## config.mk

```make
export PLATFORM = sky130hd
export DESIGN_NAME = mvm_cell
export DESIGN_NICKNAME = d
export VERILOG_FILES = /design/src/design/mvm_pkg.sv /design/src/design/mvm_cell.sv
export SDC_FILE = /design/constraint.sdc
export NUM_CORES = 1
export LEC_CHECK = 0
export BUFFER_PORTS_ARGS = -buffer_cell sky130_fd_sc_hd__buf_2
export CAP_MARGIN = 10
export CORE_MARGIN = 1
export CORE_UTILIZATION = 55
export CTS_CLUSTER_SIZE = 14
export DETAILED_ROUTE_END_ITERATION = 10
export GPL_TIMING_DRIVEN = 0
export HOLD_SLACK_MARGIN = 0.08
export PLACE_DENSITY_LB_ADDON = 0.12
export SLEW_MARGIN = 15
export SYNTH_ARGS = -nofsm -noshare
export SYNTH_HDL_FRONTEND = slang
export SYNTH_SLANG_ARGS = --single-unit
```

## constraint.sdc

```tcl
create_clock -name i_clk -period 29.6 [get_ports i_clk]
set_clock_uncertainty 0.1 [all_clocks]
set_input_delay 8.88 -clock i_clk [delete_from_list [all_inputs] [get_ports i_clk]]
set_output_delay 8.88 -clock i_clk [all_outputs]
set_load 0.05 [all_outputs]
```

## src/design/mvm_pkg.sv

```systemverilog
package mvm_pkg;

    localparam int NUM_ROWS = 16;
    localparam int NUM_COLS = 16;
    localparam int IDX_W    = 4;
    localparam int CNT_W    = 5;
    localparam int VAL_W    = 16;
    localparam int PROD_W   = 2 * VAL_W;
    localparam int SUM_W    = 36;
    localparam int CFG_IDX_W = 1;
    localparam int CFG_W    = 5;

    // A run waits this long after the last column enters the chain, so that
    // the column has passed every cell and reached its accumulator.
    localparam int DRAIN_CYCLES = NUM_ROWS + 2;
    localparam int DRAIN_W      = $clog2(DRAIN_CYCLES);

    typedef enum logic [1:0] {
        ACT_WRITE_WEIGHT = 2'd0,
        ACT_WRITE_VECTOR = 2'd1,
        ACT_RUN          = 2'd2,
        ACT_NONE         = 2'd3
    } t_action;

    typedef enum logic [CFG_IDX_W-1:0] {
        REG_ACTIVE_ROWS = 1'b0,
        REG_ACTIVE_COLS = 1'b1
    } t_cfg_reg;

    typedef enum logic [1:0] {
        S_IDLE,
        S_FEED,
        S_DRAIN,
        S_UNLOAD
    } t_state;

    // Control broadcast from the sequencer to every cell.
    typedef struct packed {
        logic             clear;
        logic             shift;
        logic             wr_en;
        logic [IDX_W-1:0] wr_row;
        logic [IDX_W-1:0] wr_col;
        logic [VAL_W-1:0] wr_data;
    } t_mvm_ctl;

    // One vector element travelling down the chain of cells.
    typedef struct packed {
        logic             valid;
        logic [IDX_W-1:0] col;
        logic [VAL_W-1:0] vec;
    } t_mvm_tok;

endpackage

```

## src/design/mvm_cell.sv

```systemverilog
module mvm_cell
    import mvm_pkg::*;
(
    input  logic                    i_clk,
    input  logic                    i_rst_n,
    input  logic [IDX_W-1:0]        i_row_id,
    input  t_mvm_ctl                i_ctl,
    input  t_mvm_tok                i_tok,
    output t_mvm_tok                o_tok,
    input  logic signed [SUM_W-1:0] i_next_sum,
    output logic signed [SUM_W-1:0] o_sum
);

    logic signed [VAL_W-1:0]  r_weight [NUM_COLS];
    t_mvm_tok                 r_tok;
    logic                     r_pvalid;
    logic signed [PROD_W-1:0] r_prod;
    logic signed [SUM_W-1:0]  r_acc;
    logic signed [PROD_W-1:0] n_prod;
    logic signed [SUM_W-1:0]  n_acc;

    always_ff @(posedge i_clk) begin
        if (i_ctl.wr_en && i_ctl.wr_row == i_row_id) begin
            r_weight[i_ctl.wr_col] <= i_ctl.wr_data;
        end
    end

    always_comb begin
        n_prod = $signed(r_weight[i_tok.col]) * $signed(i_tok.vec);
        n_acc  = r_acc;
        if (i_ctl.clear) begin
            n_acc = '0;
        end else if (i_ctl.shift) begin
            n_acc = i_next_sum;
        end else if (r_pvalid) begin
            n_acc = r_acc + {{(SUM_W - PROD_W){r_prod[PROD_W-1]}}, r_prod};
        end
    end

    always_ff @(posedge i_clk) begin
        if (!i_rst_n) begin
            r_tok.valid <= 1'b0;
            r_pvalid    <= 1'b0;
        end else begin
            r_tok.valid <= i_tok.valid;
            r_pvalid    <= i_tok.valid;
        end
        r_tok.col <= i_tok.col;
        r_tok.vec <= i_tok.vec;
        r_prod    <= n_prod;
        r_acc     <= n_acc;
    end

    assign o_tok = r_tok;
    assign o_sum = r_acc;

endmodule

```

==> impl_summary.log <==
INFO  metric detail_route.drc_violations = 0
INFO  metric ios = 147
INFO  metric grt_overflow = 0
INFO  metric flow.area_growth_from_synthesis = 12.7%
INFO  metric path_class = in -> reg
INFO  metric clock_tree_root_buffer_cell = sky130_fd_sc_hd__clkbuf_16
INFO  metric timing.hold.worst_path_depth = 2
INFO  metric initial_antenna_violation_count = 1
INFO  metric cp_common_cell = sky130_fd_sc_hd__fa_1
INFO  metric area_of_combinational_cells_with_multiple_inputs = between 10000 and 15000 um2
INFO  metric slowest_delay = 0.75 ns
INFO  metric die_height = roughly 210 um
INFO  metric avgRoutedWirePerCell = 20.7 um
INFO  metric layout.filler_cells = 3475
INFO  metric clkSinkCount = 345
INFO  metric vias = about 16000
INFO  metric hold_path_end = o_sum[33]
INFO  metric setup_viol_count_final = 0
INFO  metric clock_latency_on_the_worst_skew_pair = 0.58 ns
INFO  metric share_of_the_core_filled_with_cells = 63.2%
INFO  metric postSynthCellCount = slightly above 2000
INFO  metric worst-slew-pin-transition = between 0.9 and 1 ns
INFO  metric hpwlAfterDp = 45900 um
INFO  metric fp.dieW = roughly 210 um
INFO  metric grt_start_max_net_pins = 17
INFO  metric route.detailed.vias_per_inst = 5.56
INFO  metric synth.net_count = 2484
INFO  metric syn_area = 24300 um2
INFO  metric synth.lib_cells_used.distinct = 74
INFO  metric final.period_utilization = 57.2%
INFO  metric post-cts-setup-buffers = 0
INFO  metric setup_repair_after_global_routing_missed_its_margin = false
INFO  metric met3_usage = under 10%
INFO  metric place_congestion = 0.911
INFO  metric relative_slew_slack = 38.7%
INFO  metric postSynth.asyncResetShare = 0%
INFO  metric critical_path_launch_point_type = primary input
INFO  metric max_cap_violations = 0
INFO  metric number_of_iterations_in_the_first_detailed_routing_pass = 5
INFO  metric layout.cells.most_common = sky130_fd_sc_hd__inv_1
INFO  metric timing.hold.worst.start = o_sum[33]
INFO  metric cts_hold_repair.buffers = 0
INFO  metric hold_violations = 0
INFO  metric syn_area_per_cell = 12.1 um2
INFO  metric design.final.nets = 2693
INFO  metric slowest_stage = sky130_fd_sc_hd__clkbuf_1
INFO  metric sequential_cell_area = 9470 um2
INFO  metric cts-buffers-inserted = 39
INFO  metric final.setup.tns = 0 ns
INFO  metric synth_sequential_area_ratio = between 30% and 40%
INFO  metric report.final.slew_viol_count = 0
INFO  metric met2_usage = 48.8%
INFO  metric worstRegToRegCells = 22
INFO  metric grt_util_met1 = between 30% and 40%
INFO  metric dieArea = 45100 um2
INFO  metric clk_transition_reported_paths = 0.06 ns
INFO  metric critical_path.reg2reg.startpoint = r_weight[3][15]
INFO  metric r2r-end = r_prod[30]
INFO  metric clock_tree_from_tritoncts = built
INFO  metric first_iter_violations = 942
INFO  metric setup.worst_path.end_class = register
INFO  metric first_global_vias = 16500
INFO  metric worst_ep_arrival_time = approximately 17 ns
INFO  metric yosysWarnings = 0
INFO  metric finalWorstPathRequiredPeriod = 16.93 ns
INFO  metric timing.critical_path.required = 29.95 ns
INFO  metric grt-busiest-layer = met2
INFO  metric synth-edff-count = 256
INFO  metric final_layout_size_suffix_gt1_share = about 17%
INFO  metric core_area = 43400 um2
INFO  metric htreeDepth = 2
INFO  metric run_status = completed
INFO  metric synth-seq-cells = 345
INFO  metric clk_path_buf_depth = 3
INFO  metric dominantRegCellSynth = sky130_fd_sc_hd__edfxtp_1
INFO  metric global_route_wire_length_before_repair = 91600 um
INFO  metric timing.hold.worst.class = reg -> reg
INFO  metric placement_rows = 76
INFO  metric global_route.usage.total = around 27%
INFO  metric portBuffers = 145
INFO  metric rrSetupSlack = 21.79 ns
INFO  metric total_routed_length = between 50000 and 60000 um
INFO  metric final.hold.worst_slack = 0.477 ns
INFO  metric final_cell_mix = sky130_fd_sc_hd__inv_1, sky130_fd_sc_hd__fa_1, sky130_fd_sc_hd__edfxtp_1
INFO  metric drt.antenna.violating_nets = 0
INFO  metric worstPathMaxFanout = 10
INFO  metric effective_utilization_at_floorplan = 56.1%
INFO  metric highest_clock_frequency_the_design_can_meet = 59.1 MHz
INFO  metric number_of_gates_resized_after_cts = 0
-- worst max-delay path, delay by kind of cell --
kind                     cells  cell delay (ns)
adder cells (fa/ha/maj)      7             3.40
multiplexers                 2             1.04
AND/OR/NAND/NOR              2             0.22
AO/OA/AOI/OAI                5             1.86
buffers and inverters        9             1.87
-- layout make-up --
class                      count  area share (%)
multi-input combinational   1264            48.7
sequential                   345            34.6
inverter                     330            4.52
clock buffer                  45            3.64
timing repair buffer         168            3.50
tap                          585            2.67
clock inverter                27            1.25
buffer                        75            1.17
antenna                        1         0.00913
-- sequential cells by signal, indices dropped and copies added (netlist names) --
register / count
o_sum: 36
o_tok: 20
r_prod: 32
r_pvalid: 1
r_weight: 256
-- per-layer routing --
metal / vias to the layer above / routed length, um
met5: - / 14
met4: 2 / 2330
met3: 139 / 3190
met2: 509 / 30100
met1: 7910 / 23200
li1: 7219 / -
-- how the worst max path moves through the flow --
stage	start	end	cells after the start
final	i_tok[17]	r_prod[30]	25
after global routing	i_tok[17]	r_prod[30]	25
after CTS	i_tok[17]	r_prod[30]	25
after detailed placement	i_tok[17]	r_prod[30]	25
after global placement	i_tok[17]	r_prod[30]	27
after floorplan	i_tok[16]	r_prod[30]	24
-- cell families after synthesis --
logic type      count (synthesis)  synth area share, %
mux                            99                 8.22
compound gates                238                 6.92
xor+xnor                       55                 1.98
buf+inv                       405                 6.41
flops                         345                 38.9
fa+ha+maj                     380                 27.7
simple gates                  492                 9.86
-- per-stage QoR --
step                std cells  instance area [um2]  worst slack, ns
global placement         2744                25800            12.30
CTS                      2839                27400            12.71
global route             2839                27400            12.43
finish                   2840                27400            12.67
detailed placement       2767                26100            12.12
floorplan                2014                24300            13.49
-- synthesized netlist by cell type, types with 4 or more instances --
cell / count / area share [%]
sky130_fd_sc_hd__buf_1: 7 / 0.11
sky130_fd_sc_hd__o21a_1: 7 / 0.22
sky130_fd_sc_hd__or3_1: 6 / 0.15
sky130_fd_sc_hd__nand2b_1: 16 / 0.41
sky130_fd_sc_hd__a31oi_1: 14 / 0.36
sky130_fd_sc_hd__xor2_1: 21 / 0.76
sky130_fd_sc_hd__o21ai_1: 11 / 0.23
sky130_fd_sc_hd__nand3_1: 22 / 0.45
sky130_fd_sc_hd__ha_1: 117 / 6.0
sky130_fd_sc_hd__nor2_1: 94 / 1.5
sky130_fd_sc_hd__nor3_1: 28 / 0.58
sky130_fd_sc_hd__and2_1: 132 / 3.4
sky130_fd_sc_hd__a211oi_2: 4 / 0.21
sky130_fd_sc_hd__mux2i_1: 14 / 0.58
sky130_fd_sc_hd__nand2_1: 160 / 2.5
sky130_fd_sc_hd__mux2_2: 4 / 0.19
sky130_fd_sc_hd__o211ai_1: 10 / 0.31
sky130_fd_sc_hd__a21o_1: 16 / 0.49
sky130_fd_sc_hd__nand4_1: 5 / 0.13
sky130_fd_sc_hd__o21ai_0: 32 / 0.66
sky130_fd_sc_hd__mux4_2: 80 / 7.4
sky130_fd_sc_hd__dfxtp_1: 89 / 7.3
sky130_fd_sc_hd__a211oi_1: 20 / 0.62
sky130_fd_sc_hd__xnor2_1: 34 / 1.2
sky130_fd_sc_hd__and3_1: 10 / 0.26
sky130_fd_sc_hd__clkbuf_1: 44 / 0.68
sky130_fd_sc_hd__fa_1: 263 / 22
sky130_fd_sc_hd__inv_1: 329 / 5.1
sky130_fd_sc_hd__a21oi_2: 6 / 0.22
sky130_fd_sc_hd__o21bai_1: 8 / 0.25
sky130_fd_sc_hd__nor2b_1: 7 / 0.18
sky130_fd_sc_hd__buf_2: 22 / 0.45
sky130_fd_sc_hd__edfxtp_1: 256 / 32
sky130_fd_sc_hd__a21oi_1: 66 / 1.4
Power is not shown: default switching activity piles up to over one toggle a cycle in this logic, so the estimate is an artifact.
