[config.mk]
export PLATFORM = sky130hd
export DESIGN_NAME = mvm_ctrl_flat
export DESIGN_NICKNAME = d
export VERILOG_FILES = /design/src/design/mvm_pkg.sv /design/src/design/mvm_if.sv /design/src/design/mvm_ctrl.sv /design/src/flat_wrapper.sv
export SDC_FILE = /design/constraint.sdc
export NUM_CORES = 1
export LEC_CHECK = 0
export ABC_AREA = 1
export BUFFER_PORTS_ARGS = -buffer_cell sky130_fd_sc_hd__buf_2
export CAP_MARGIN = 0
export CORE_ASPECT_RATIO = 1.4
export CORE_UTILIZATION = 50
export CTS_CLUSTER_DIAMETER = 120
export CTS_CLUSTER_SIZE = 10
export DETAILED_ROUTE_END_ITERATION = 7
export GPL_ROUTABILITY_DRIVEN = 0
export HOLD_SLACK_MARGIN = 0.08
export PLACE_DENSITY = 0.76
export SYNTH_ARGS = -nofsm -noshare
export SYNTH_HDL_FRONTEND = slang
export SYNTH_SLANG_ARGS = --single-unit
[constraint.sdc]
create_clock -name i_clk -period 7.51 [get_ports i_clk]
set_input_delay 1.1265 -clock i_clk [delete_from_list [all_inputs] [get_ports i_clk]]
set_output_delay 1.1265 -clock i_clk [all_outputs]
set_load 0.02 [all_outputs]
[src/design/mvm_pkg.sv]
package mvm_pkg;

    localparam int NUM_ROWS = 16;
    localparam int NUM_COLS = 16;
    localparam int IDX_W    = 4;
    localparam int CNT_W    = 5;
    localparam int VAL_W    = 16;
    localparam int PROD_W   = 2 * VAL_W;
    localparam int SUM_W    = 36;
    localparam int CFG_IDX_W = 1;
    localparam int CFG_W    = 5;

    // A run waits this long after the last column enters the chain, so that
    // the column has passed every cell and reached its accumulator.
    localparam int DRAIN_CYCLES = NUM_ROWS + 2;
    localparam int DRAIN_W      = $clog2(DRAIN_CYCLES);

    typedef enum logic [1:0] {
        ACT_WRITE_WEIGHT = 2'd0,
        ACT_WRITE_VECTOR = 2'd1,
        ACT_RUN          = 2'd2,
        ACT_NONE         = 2'd3
    } t_action;

    typedef enum logic [CFG_IDX_W-1:0] {
        REG_ACTIVE_ROWS = 1'b0,
        REG_ACTIVE_COLS = 1'b1
    } t_cfg_reg;

    typedef enum logic [1:0] {
        S_IDLE,
        S_FEED,
        S_DRAIN,
        S_UNLOAD
    } t_state;

    // Control broadcast from the sequencer to every cell.
    typedef struct packed {
        logic             clear;
        logic             shift;
        logic             wr_en;
        logic [IDX_W-1:0] wr_row;
        logic [IDX_W-1:0] wr_col;
        logic [VAL_W-1:0] wr_data;
    } t_mvm_ctl;

    // One vector element travelling down the chain of cells.
    typedef struct packed {
        logic             valid;
        logic [IDX_W-1:0] col;
        logic [VAL_W-1:0] vec;
    } t_mvm_tok;

endpackage

[src/design/mvm_if.sv]
interface mvm_in_if;
    logic        valid;
    logic        ready;
    logic [1:0]  action;
    logic [3:0]  row_sel;
    logic [3:0]  col_sel;
    logic signed [15:0] value;

    modport source(output valid, action, row_sel, col_sel, value, input ready);
    modport sink(input valid, action, row_sel, col_sel, value, output ready);
endinterface

interface mvm_out_if;
    logic        valid;
    logic        ready;
    logic [3:0]  row_index;
    logic signed [35:0] row_sum;
    logic        last;

    modport source(output valid, row_index, row_sum, last, input ready);
    modport sink(input valid, row_index, row_sum, last, output ready);
endinterface

interface mvm_cfg_if;
    logic        valid;
    logic        ready;
    logic        index;
    logic [4:0]  data;

    modport source(output valid, index, data, input ready);
    modport sink(input valid, index, data, output ready);
endinterface

[src/design/mvm_ctrl.sv]
module mvm_ctrl
    import mvm_pkg::*;
(
    input  logic                    i_clk,
    input  logic                    i_rst_n,
    mvm_in_if.sink                  i_in,
    mvm_out_if.source               o_out,
    mvm_cfg_if.sink                 i_cfg,
    output t_mvm_ctl                o_ctl,
    output t_mvm_tok                o_tok,
    input  logic signed [SUM_W-1:0] i_head_sum
);

    t_state                  r_state, n_state;
    logic [CFG_W-1:0]        r_cfg_rows, r_cfg_cols;
    logic [CNT_W-1:0]        r_rows, n_rows;
    logic [CNT_W-1:0]        r_cols, n_cols;
    logic [CNT_W-1:0]        r_col, n_col;
    logic [CNT_W-1:0]        r_row, n_row;
    logic [DRAIN_W-1:0]      r_wait, n_wait;
    logic signed [VAL_W-1:0] r_vector [NUM_COLS];

    logic                    r_o_valid, n_o_valid;
    logic [IDX_W-1:0]        r_o_row, n_o_row;
    logic signed [SUM_W-1:0] r_o_sum, n_o_sum;
    logic                    r_o_last, n_o_last;

    logic                    w_in_acc;
    logic                    w_vec_wr;
    logic [CNT_W-1:0]        w_rows_clamped, w_cols_clamped;
    logic                    w_out_free;

    assign i_cfg.ready = 1'b1;
    assign i_in.ready  = (r_state == S_IDLE);
    assign w_in_acc    = i_in.valid && i_in.ready;
    assign w_out_free  = !r_o_valid || o_out.ready;

    assign w_rows_clamped = (r_cfg_rows > CNT_W'(NUM_ROWS)) ? CNT_W'(NUM_ROWS) : r_cfg_rows;
    assign w_cols_clamped = (r_cfg_cols > CNT_W'(NUM_COLS)) ? CNT_W'(NUM_COLS) : r_cfg_cols;

    always_ff @(posedge i_clk) begin
        if (!i_rst_n) begin
            r_cfg_rows <= CFG_W'(NUM_ROWS);
            r_cfg_cols <= CFG_W'(NUM_COLS);
        end else if (i_cfg.valid && i_cfg.ready) begin
            case (t_cfg_reg'(i_cfg.index))
                REG_ACTIVE_ROWS: r_cfg_rows <= i_cfg.data;
                REG_ACTIVE_COLS: r_cfg_cols <= i_cfg.data;
                default: ;
            endcase
        end
    end

    assign w_vec_wr = w_in_acc && t_action'(i_in.action) == ACT_WRITE_VECTOR;

    always_ff @(posedge i_clk) begin
        if (w_vec_wr) begin
            r_vector[i_in.col_sel] <= i_in.value;
        end
    end

    // The column token enters cell 0; each cell registers it for the next.
    assign o_tok.valid = (r_state == S_FEED);
    assign o_tok.col   = r_col[IDX_W-1:0];
    assign o_tok.vec   = r_vector[r_col[IDX_W-1:0]];

    always_comb begin
        n_state   = r_state;
        n_rows    = r_rows;
        n_cols    = r_cols;
        n_col     = r_col;
        n_row     = r_row;
        n_wait    = r_wait;
        n_o_valid = r_o_valid;
        n_o_row   = r_o_row;
        n_o_sum   = r_o_sum;
        n_o_last  = r_o_last;

        o_ctl.clear   = 1'b0;
        o_ctl.shift   = 1'b0;
        o_ctl.wr_en   = w_in_acc && t_action'(i_in.action) == ACT_WRITE_WEIGHT;
        o_ctl.wr_row  = i_in.row_sel;
        o_ctl.wr_col  = i_in.col_sel;
        o_ctl.wr_data = i_in.value;

        if (r_o_valid && o_out.ready) begin
            n_o_valid = 1'b0;
        end

        case (r_state)
            S_IDLE: begin
                if (w_in_acc && t_action'(i_in.action) == ACT_RUN) begin
                    o_ctl.clear = 1'b1;
                    n_rows      = w_rows_clamped;
                    n_cols      = w_cols_clamped;
                    n_col       = '0;
                    n_wait      = '0;
                    n_state     = (w_cols_clamped == '0) ? S_DRAIN : S_FEED;
                end
            end
            S_FEED: begin
                n_col = r_col + 1'b1;
                if (r_col + 1'b1 == r_cols) begin
                    n_wait  = '0;
                    n_state = S_DRAIN;
                end
            end
            S_DRAIN: begin
                n_wait = r_wait + 1'b1;
                if (r_wait == DRAIN_W'(DRAIN_CYCLES - 1)) begin
                    n_row   = '0;
                    n_state = (r_rows == '0) ? S_IDLE : S_UNLOAD;
                end
            end
            S_UNLOAD: begin
                // Row sums leave through cell 0 while the chain shifts toward it.
                if (w_out_free) begin
                    o_ctl.shift = 1'b1;
                    n_o_valid   = 1'b1;
                    n_o_row     = r_row[IDX_W-1:0];
                    n_o_sum     = i_head_sum;
                    n_o_last    = (r_row + 1'b1 == r_rows);
                    n_row       = r_row + 1'b1;
                    if (r_row + 1'b1 == r_rows) begin
                        n_state = S_IDLE;
                    end
                end
            end
            default: begin
                n_state = S_IDLE;
            end
        endcase
    end

    always_ff @(posedge i_clk) begin
        if (!i_rst_n) begin
            r_state   <= S_IDLE;
            r_o_valid <= 1'b0;
            r_rows    <= '0;
            r_cols    <= '0;
            r_col     <= '0;
            r_row     <= '0;
            r_wait    <= '0;
        end else begin
            r_state   <= n_state;
            r_o_valid <= n_o_valid;
            r_rows    <= n_rows;
            r_cols    <= n_cols;
            r_col     <= n_col;
            r_row     <= n_row;
            r_wait    <= n_wait;
        end
        r_o_row  <= n_o_row;
        r_o_sum  <= n_o_sum;
        r_o_last <= n_o_last;
    end

    assign o_out.valid     = r_o_valid;
    assign o_out.row_index = r_o_row;
    assign o_out.row_sum   = r_o_sum;
    assign o_out.last      = r_o_last;

    a_feed_in_range: assert property (@(posedge i_clk) disable iff (!i_rst_n)
        r_state == S_FEED |-> r_col < r_cols)
        else $error("column counter ran past the active column count");

    a_last_row: assert property (@(posedge i_clk) disable iff (!i_rst_n)
        o_ctl.shift && r_row + 1'b1 == r_rows |=> r_state == S_IDLE && r_o_valid && r_o_last)
        else $error("final row result did not end the run");

    a_clear_starts_run: assert property (@(posedge i_clk) disable iff (!i_rst_n)
        o_ctl.clear |=> r_state == S_FEED || r_state == S_DRAIN)
        else $error("accumulator clear without a run starting");

    a_shift_has_room: assert property (@(posedge i_clk) disable iff (!i_rst_n)
        o_ctl.shift |-> r_state == S_UNLOAD && w_out_free && r_row < r_rows)
        else $error("chain shifted with no free output slot");

endmodule

[src/flat_wrapper.sv]
// flat-port wrapper written by rule: the top's interface ports become plain ports
module mvm_ctrl_flat import mvm_pkg::*;
  (i_clk, i_rst_n, o_ctl, o_tok, i_head_sum, i_in_valid, i_in_action, i_in_row_sel, i_in_col_sel, i_in_value, i_in_ready, o_out_valid, o_out_row_index, o_out_row_sum, o_out_last, o_out_ready, i_cfg_valid, i_cfg_index, i_cfg_data, i_cfg_ready);
  mvm_in_if i_in_i ();
  mvm_out_if o_out_i ();
  mvm_cfg_if i_cfg_i ();
  input  logic i_clk;
  input  logic i_rst_n;
  output t_mvm_ctl o_ctl;
  output t_mvm_tok o_tok;
  input  logic signed [SUM_W-1:0] i_head_sum;
  input wire logic [$bits(i_in_i.valid)-1:0] i_in_valid;
  input wire logic [$bits(i_in_i.action)-1:0] i_in_action;
  input wire logic [$bits(i_in_i.row_sel)-1:0] i_in_row_sel;
  input wire logic [$bits(i_in_i.col_sel)-1:0] i_in_col_sel;
  input wire logic [$bits(i_in_i.value)-1:0] i_in_value;
  output wire logic [$bits(i_in_i.ready)-1:0] i_in_ready;
  output wire logic [$bits(o_out_i.valid)-1:0] o_out_valid;
  output wire logic [$bits(o_out_i.row_index)-1:0] o_out_row_index;
  output wire logic [$bits(o_out_i.row_sum)-1:0] o_out_row_sum;
  output wire logic [$bits(o_out_i.last)-1:0] o_out_last;
  input wire logic [$bits(o_out_i.ready)-1:0] o_out_ready;
  input wire logic [$bits(i_cfg_i.valid)-1:0] i_cfg_valid;
  input wire logic [$bits(i_cfg_i.index)-1:0] i_cfg_index;
  input wire logic [$bits(i_cfg_i.data)-1:0] i_cfg_data;
  output wire logic [$bits(i_cfg_i.ready)-1:0] i_cfg_ready;
  assign i_in_i.valid = i_in_valid;
  assign i_in_i.action = i_in_action;
  assign i_in_i.row_sel = i_in_row_sel;
  assign i_in_i.col_sel = i_in_col_sel;
  assign i_in_i.value = i_in_value;
  assign i_in_ready = i_in_i.ready;
  assign o_out_valid = o_out_i.valid;
  assign o_out_row_index = o_out_i.row_index;
  assign o_out_row_sum = o_out_i.row_sum;
  assign o_out_last = o_out_i.last;
  assign o_out_i.ready = o_out_ready;
  assign i_cfg_i.valid = i_cfg_valid;
  assign i_cfg_i.index = i_cfg_index;
  assign i_cfg_i.data = i_cfg_data;
  assign i_cfg_ready = i_cfg_i.ready;
  mvm_ctrl u_core (.i_clk(i_clk), .i_rst_n(i_rst_n), .i_in(i_in_i), .o_out(o_out_i), .i_cfg(i_cfg_i), .o_ctl(o_ctl), .o_tok(o_tok), .i_head_sum(i_head_sum));
endmodule
==> qor.yml, run 1 <==
detail_route.iter0.violations: 549
first_pass_iters: 5
rows: 71
io-pin-count: 165
die_area_um2: 28200
drc_errors: 0
worst-r2r-cell-count: 6
layout.cells.most_common_list: "sky130_fd_sc_hd__edfxtp_1, sky130_fd_sc_hd__buf_2, sky130_fd_sc_hd__inv_1"
power.net_switching_mw: 1.18
clk_transition_reported_paths_ns: 0.05
critPathKind: "register to output port"
count_of_flip_flops_with_a_built_in_enable_after_synthesis: 297
drtAntennaViolNets: 0
nets: 1273
number_of_antenna_diodes: 0
cts.hold.buffers_added: 0
wire_length_reported_by_the_detailed_router_um: 30100
synth.ff_latch_count: 339
cp_data_required_time_ns: 6.38
layout_commonest_cell: "sky130_fd_sc_hd__edfxtp_1"
grt_antenna_before_repair: 0
post_synth_instance_area_um2: 13700
number_of_h_tree_levels: 2
drv.max_cap_violation_count: 0
layout_worst_path_cycle_share_pct: 56.1
finish.instance_area_um2: 15800
p_per_area_nw_per_um2: 285
final.min_clock_period_ns: 4.21
crit-reg2reg-capture: "u_core.r_vector[14][15]"
rr_startpoint: "u_core.r_state[1]"
reg2reg_setup_slack_ns: 4.60
critPathLaunchType: "register"
drive_above_1_share_pct: 20.9
netlist_instances: 1057
ir_worst_vdd_mv: 0.208
initial_utilization_pct: 51.1
post_synth_net_total: 1134
run_status: "finished, final reports clean"
postSynthAreaPerCell_um2: 13.0
numCtsBuffers: 39
synth.lib_cells_used.distinct: 40
cp_max_fo: 65
wire_per_inst_um: 19.1
internal-power_mw: 3.32
track_usage_pct: 22.1
post-cts-setup-buffer-count: 0
ys_seq_area_share_pct: 71.0
power.clock.fraction_pct: 36.3
critPathCapture: "o_tok[6]"
final_core_util_pct: 58.6
worst_clock_skew_ns: 0.0176
actual_transition_at_the_worst_max_transition_pin_ns: 1.16
yosys_most_used_dff: "sky130_fd_sc_hd__edfxtp_1"
cts_buffer_depth: 3
detailedPlacementHpwl_um: 17700
clk_root_buffer_cell: "sky130_fd_sc_hd__clkbuf_16"
async_reset_ff_share_pct: 0
gr-total-overflow: 0
setup_ws_ns: 3.30
chipWidth_um: 142
grt_start_max_net_pins: 79
pre_cts_ws_ns: 3.80
clkLatencyLatePin_ns: 0.52
buffer_ports.inserted: 155
p_leak_nw: 5.63
final.setup.tns_ns: 0
critical_path.endpoint_type: "output port"
timing_max_transition_violations_final: 0
synthToLayoutAreaGrowth_pct: 14.8
postPlaceCellArea_um2: 14700
core-area_um2: 26900
vias: 8611
share_seq_of_total_power_pct: 48.0
comb_power_share_pct: 15.7
final_hold_viol_count: 0
arrival_ns: 3.09
grt_pass1_vias: 8624
timing.fmax_ghz: 0.237
die_h_um: 198
timing.slew.headroom_pct: 22.5
grt_pass1_wl_um: 46500
setup_violations: 0
cts_tree: "done"
power.switching_fraction_pct: 26.2
rsz0062_at_grt: "no"
clock-sinks: 339
viasPerCell: 5.47
whs_path_cells: 2
ctsResizeCount: 0
class_of_the_tightest_hold_or_removal_check: "register to register"
synth-warning-count: 0
==> cell type report <==
class | count | area (µm²)
repair buffers | 175 | 926
clock inverters | 2 | 25.0
fillers | 2080 | 11100
clock buffers | 53 | 1050
well taps | 365 | 457
flip-flops and latches | 339 | 9760
inverters | 110 | 413
multi-input cells | 531 | 3140
==> worst min path at each step <==
stage / start / endpoint / slack (ns)
floorplan: u_core.r_cfg_rows[0] / u_core.r_rows[0] / 0.45
global placement: u_core.r_cols[2] / u_core.r_cols[2] / 0.47
detailed placement: u_core.r_cols[1] / u_core.r_cols[1] / 0.47
CTS: u_core.r_cols[2] / u_core.r_cols[2] / 0.48
global route: u_core.r_cols[2] / u_core.r_cols[2] / 0.50
finish: u_core.r_cols[1] / u_core.r_cols[1] / 0.48
==> layer usage <==
layer | up-vias | GRT usage, % | part of all wire [%]
met1 | 4088 | 26.3 | 38
met4 | 0 | 10.4 | 4.0
met5 | - | 0 | 0
met2 | 380 | 38.5 | 51
li1 | 4063 | - | -
met3 | 80 | 4.09 | 7.5
==> sequential cells by signal (all words and copies together), names as in the netlist, named ones only <==
| name | count |
|---|---|
| u_core.r_cfg_rows | 5 |
| u_core.r_state | 2 |
| u_core.r_vector | 256 |
| u_core.r_wait | 5 |
| u_core.r_cols | 5 |
| u_core.r_row | 5 |
| u_core.o_out.row_index | 4 |
| u_core.r_cfg_cols | 5 |
| u_core.r_rows | 5 |
| u_core.o_out.last | 1 |
| u_core.o_out.valid | 1 |
| u_core.o_out.row_sum | 36 |
| u_core.r_col | 5 |
==> logic make-up (layout without fill, tap and decap cells) <==
logic type                 Yosys count  count (layout)  share of synthesized area [%]
adders and majority gates            4               4                          0.364
buffers and inverters              187             340                           6.48
AOI/OAI and AO/OA                  261             261                           11.0
DFF                                339             339                           71.0
other                                1               1                         0.0273
xor gates and xnor gates             4               4                          0.255
muxes                               64              64                           4.66
and+or+nand+nor                    197             197                           6.25
==> power groups by stage <==
stage               clock network [mW]  registers [mW]  logic, mW
finish                            1.63            2.16      0.705
floorplan                            0            2.18      0.566
global route                      1.74            2.17      0.787
detailed placement                   0            2.20      0.708
CTS                               1.66            2.16      0.712
global placement                     0            2.19      0.692
==> Yosys cell counts (2+ instances only) <==
cell type / number / share of area [%]
sky130_fd_sc_hd__a211oi_1: 6 / 0.33
sky130_fd_sc_hd__inv_1: 106 / 2.9
sky130_fd_sc_hd__buf_8: 2 / 0.22
sky130_fd_sc_hd__nand3b_1: 2 / 0.11
sky130_fd_sc_hd__edfxtp_1: 297 / 65
sky130_fd_sc_hd__o21ai_1: 5 / 0.18
sky130_fd_sc_hd__nand4_1: 7 / 0.32
sky130_fd_sc_hd__inv_2: 4 / 0.11
sky130_fd_sc_hd__dfxtp_1: 42 / 6.1
sky130_fd_sc_hd__nand3_1: 34 / 1.2
sky130_fd_sc_hd__o41ai_1: 2 / 0.13
sky130_fd_sc_hd__buf_6: 3 / 0.25
sky130_fd_sc_hd__nor2_1: 48 / 1.3
sky130_fd_sc_hd__o21ai_0: 89 / 3.2
sky130_fd_sc_hd__xor2_1: 2 / 0.13
sky130_fd_sc_hd__xnor2_1: 2 / 0.13
sky130_fd_sc_hd__nand2_2: 5 / 0.23
sky130_fd_sc_hd__ha_1: 4 / 0.36
sky130_fd_sc_hd__buf_2: 7 / 0.25
sky130_fd_sc_hd__o211ai_1: 65 / 3.6
sky130_fd_sc_hd__nor2_2: 3 / 0.14
sky130_fd_sc_hd__clkbuf_1: 26 / 0.71
sky130_fd_sc_hd__buf_4: 36 / 2.0
sky130_fd_sc_hd__buf_1: 3 / 0.082
sky130_fd_sc_hd__nor3_1: 2 / 0.073
sky130_fd_sc_hd__nand2_1: 90 / 2.5
sky130_fd_sc_hd__a21oi_1: 89 / 3.2
sky130_fd_sc_hd__mux2i_1: 64 / 4.7
==> critical path, stage by stage (launching register included) <==
cell	delay [ns]
sky130_fd_sc_hd__dfxtp_2	0.31
sky130_fd_sc_hd__buf_4	0.63
sky130_fd_sc_hd__inv_2	0.50
sky130_fd_sc_hd__buf_4	0.39
sky130_fd_sc_hd__o211ai_1	0.27
sky130_fd_sc_hd__o211ai_1	0.14
sky130_fd_sc_hd__nand2_1	0.14
sky130_fd_sc_hd__buf_2	0.17
==> metrics by stage <==
stage          total power, mW  hold slack [ns]  cells
6_report                  4.50            0.476   1575
5_1_grt                   4.69            0.495   1575
4_1_cts                   4.53            0.482   1575
3_5_place_dp              2.90            0.474   1520
3_3_place_gp              2.88            0.466   1520
2_1_floorplan             2.74            0.449   1057
(Power assumes the default switching activity.)
==> run 2: changes to the inputs <==
Settings changed: PLACE_DENSITY 0.76 to 0.79.
Clock period 7.51 ns to 3.7 ns, I/O delays scaled along.
==> run 2 against run 1 <==
First-iteration DRC count increased by 2.2%. Count of clock-buffer cells in the layout is 1 higher. Combinational power is 110% higher. Clock skew shrank 0.012 ns. Critical endpoint is now o_tok[9]. Critical path depth decreased by 1.
==> qor.yml, run 2 (same netlist as run 1, synthesis figures left out) <==
run_status: "finished, final reports clean"  # unchanged
rsz0062_at_grt: "no"  # unchanged
class_of_the_tightest_hold_or_removal_check: "input port to register"  # was register to register
cts.hold.buffers_added: 0  # unchanged
detail_route.iter0.violations: 561  # was 549
nets: 1281  # was 1,273
drtAntennaViolNets: 0  # unchanged
gr-total-overflow: 0  # unchanged
largest-register: "u_core.r_vector"  # unchanged
clk_transition_reported_paths_ns: 0.05  # about the same
die_area_um2: 28200  # unchanged
postPlaceCellArea_um2: 14800  # was 14,700 µm²
setup_violations: 0  # unchanged
critPathLaunchType: "register"  # unchanged
internal-power_mw: 6.80  # was 3.32 mW
power.net_switching_mw: 2.40  # was 1.18 mW
grt_start_max_net_pins: 65  # was 79
actual_transition_at_the_worst_max_transition_pin_ns: 0.960  # was 1.16 ns
timing.slew.headroom_pct: 35.9  # was 22.5%
layout_commonest_cell: "sky130_fd_sc_hd__edfxtp_1"  # unchanged
clkLatencyLatePin_ns: 0.51  # was 0.52 ns
chipWidth_um: 142  # unchanged
synthToLayoutAreaGrowth_pct: 15.4  # was 14.8%
setup_ws_ns: 0.531  # was 3.30 ns
comb_power_share_pct: 16.0  # was 15.7%
num-fill-cells: 2100  # was 2,080
ir_worst_vdd_mv: 0.381  # was 0.208 mV
buffer_ports.inserted: 155  # unchanged
layout_worst_path_cycle_share_pct: 85.6
wire_length_reported_by_the_detailed_router_um: 30500  # was 30,100 µm
viasPerCell: 5.53  # was 5.47
grt_pass1_wl_um: 46900  # was 46,500 µm
core-area_um2: 26900  # unchanged
track_usage_pct: 22.2  # was 22.1%
hp-start: "i_head_sum[23]"  # was u_core.r_cols[1]
detailedPlacementHpwl_um: 18300  # was 17,700 µm
final.setup.tns_ns: 0  # unchanged
reg2reg_setup_slack_ns: 1.13  # was 4.60 ns
finish.instance_area_um2: 15900  # was 15,800 µm²
timing_max_transition_violations_final: 0  # unchanged
timing.fmax_ghz: 0.316
cts_buffer_depth: 3  # unchanged
timing.critical_path.slowest_cell_delay_ns: 0.87  # was 0.63 ns
critical_path.endpoint_type: "output port"  # unchanged
vias: 8746  # was 8,611
path_cells: "buf_4 -> mux2i_1 -> o21ai_0 -> o211ai_1 -> nand2_1 -> buf_2"  # was buf_4 -> inv_2 -> buf_4 -> o211ai_1 -> o211ai_1 -> nand2_1 -> buf_2
power.switching_fraction_pct: 26.1  # was 26.2%
clk_root_buffer_cell: "sky130_fd_sc_hd__clkbuf_16"  # unchanged
cp_max_fo: 61  # was 65
final_hold_viol_count: 0  # unchanged
layout.cells.most_common_list: "sky130_fd_sc_hd__edfxtp_1, sky130_fd_sc_hd__buf_2, sky130_fd_sc_hd__inv_1"  # unchanged
whs_path_cells: 1  # was 2
rows: 71  # unchanged
initial_utilization_pct: 51.1  # unchanged
p_leak_nw: 5.68  # was 5.63 nW
drv.max_cap_violation_count: 0  # unchanged
holdPathEnd: "u_core.o_out.row_sum[23]"  # was u_core.r_cols[1]
buf_inv_stages_crit_path: 2  # was 4
share_seq_of_total_power_pct: 47.8  # was 48.0%
numCtsBuffers: 39  # unchanged
grt_antenna_before_repair: 0  # unchanged
worst_clock_skew_ns: 0.00538  # was 0.0176 ns
worst-r2r-cell-count: 6  # unchanged
critPathSlowestCell: "sky130_fd_sc_hd__dfxtp_4"  # was sky130_fd_sc_hd__buf_4
drive_above_1_share_pct: 21.4  # was 20.9%
post-cts-setup-buffer-count: 0  # unchanged
cp_data_required_time_ns: 3.14  # was 6.38 ns
crit_family: "flip-flops"  # was buffers and inverters
total_power_mw: 9.20  # was 4.50 mW
layout.cells.non_filler: 1582  # was 1,575
critPathKind: "register to output port"  # unchanged
number_of_h_tree_levels: 2  # unchanged
final.min_clock_period_ns: 3.17
ctsResizeCount: 0  # unchanged
number_of_antenna_diodes: 0  # unchanged
crit-reg2reg-capture: "u_core.r_vector[7][14]"  # was u_core.r_vector[14][15]
drc_errors: 0  # unchanged
hold_ws_ns: 0.215  # was 0.476 ns
arrival_ns: 2.61  # was 3.09 ns
dpl.cell_count: 1528  # was 1,520
power.clock.fraction_pct: 36.2  # was 36.3%
final_core_util_pct: 58.9  # was 58.6%
p_per_area_nw_per_um2: 580  # was 285 nW/µm²
grt_pass1_vias: 8792  # was 8,624
largest_register_ff_count: 256  # unchanged
rr_startpoint: "u_core.r_state[1]"  # unchanged
io-pin-count: 165  # unchanged
cts_tree: "done"  # unchanged
die_h_um: 198  # unchanged
first_pass_iters: 5  # unchanged
pre_cts_ws_ns: 1.08  # was 3.80 ns
clock-sinks: 339  # unchanged
wire_per_inst_um: 19.3  # was 19.1 µm
run 2: changes by cell type in the layout (fill, tap and decap cells not counted), sizes merged:
cell,change
clkbuf,+1
inv,-1
clkinv,-1
buf,+8
run 2: how the worst max path moves through the flow:
stage	startpoint	to	slack, ns	cells after the start
after floorplan	o_out_ready	u_core.r_row[0]	0.36	7
after global placement	register	o_tok[9]	1.13	7
after detailed placement	register	o_tok[9]	1.08	6
after CTS	register	o_tok[9]	0.54	6
after global routing	register	o_tok[9]	0.35	7
final	register	o_tok[9]	0.53	6
run 2: final cells by class:
type | instances | area [µm²] | area share [%]
Inverter | 110 | 413 | 2.60
Timing Repair Buffer | 183 | 1010 | 6.37
Sequential cell | 339 | 9760 | 61.6
Clock buffer | 54 | 1070 | 6.78
Tap cell | 365 | 457 | 2.88
Multi-Input combinational cell | 531 | 3140 | 19.8
run 2: power groups by stage:
stage               Clock (mW)  Sequential [mW]  Combinational (mW)
floorplan                    0             4.42                1.15
global placement             0             4.47                1.43
detailed placement           0             4.47                1.47
CTS                       3.39             4.40                1.48
global route              3.54             4.41                1.63
finish                    3.33             4.40                1.47
run 2: worst register-to-register path, cell delays in order (launching register included):
cell,delay [ns]
sky130_fd_sc_hd__dfxtp_1,0.36
sky130_fd_sc_hd__nor2_4,0.21
sky130_fd_sc_hd__nand2_1,0.09
sky130_fd_sc_hd__nor3_1,0.48
sky130_fd_sc_hd__nand3_1,0.38
sky130_fd_sc_hd__nor2_2,0.46
sky130_fd_sc_hd__buf_4,0.29
run 2: layer usage:
layer  track usage [%]  vias to the layer above  share of wire [%]
li1                  -                     4084                  -
met3              4.30                       73                6.6
met4              10.0                        0                3.2
met1              25.8                     4225                 39
met2              39.5                      364                 52
met5                 0                        -                  0
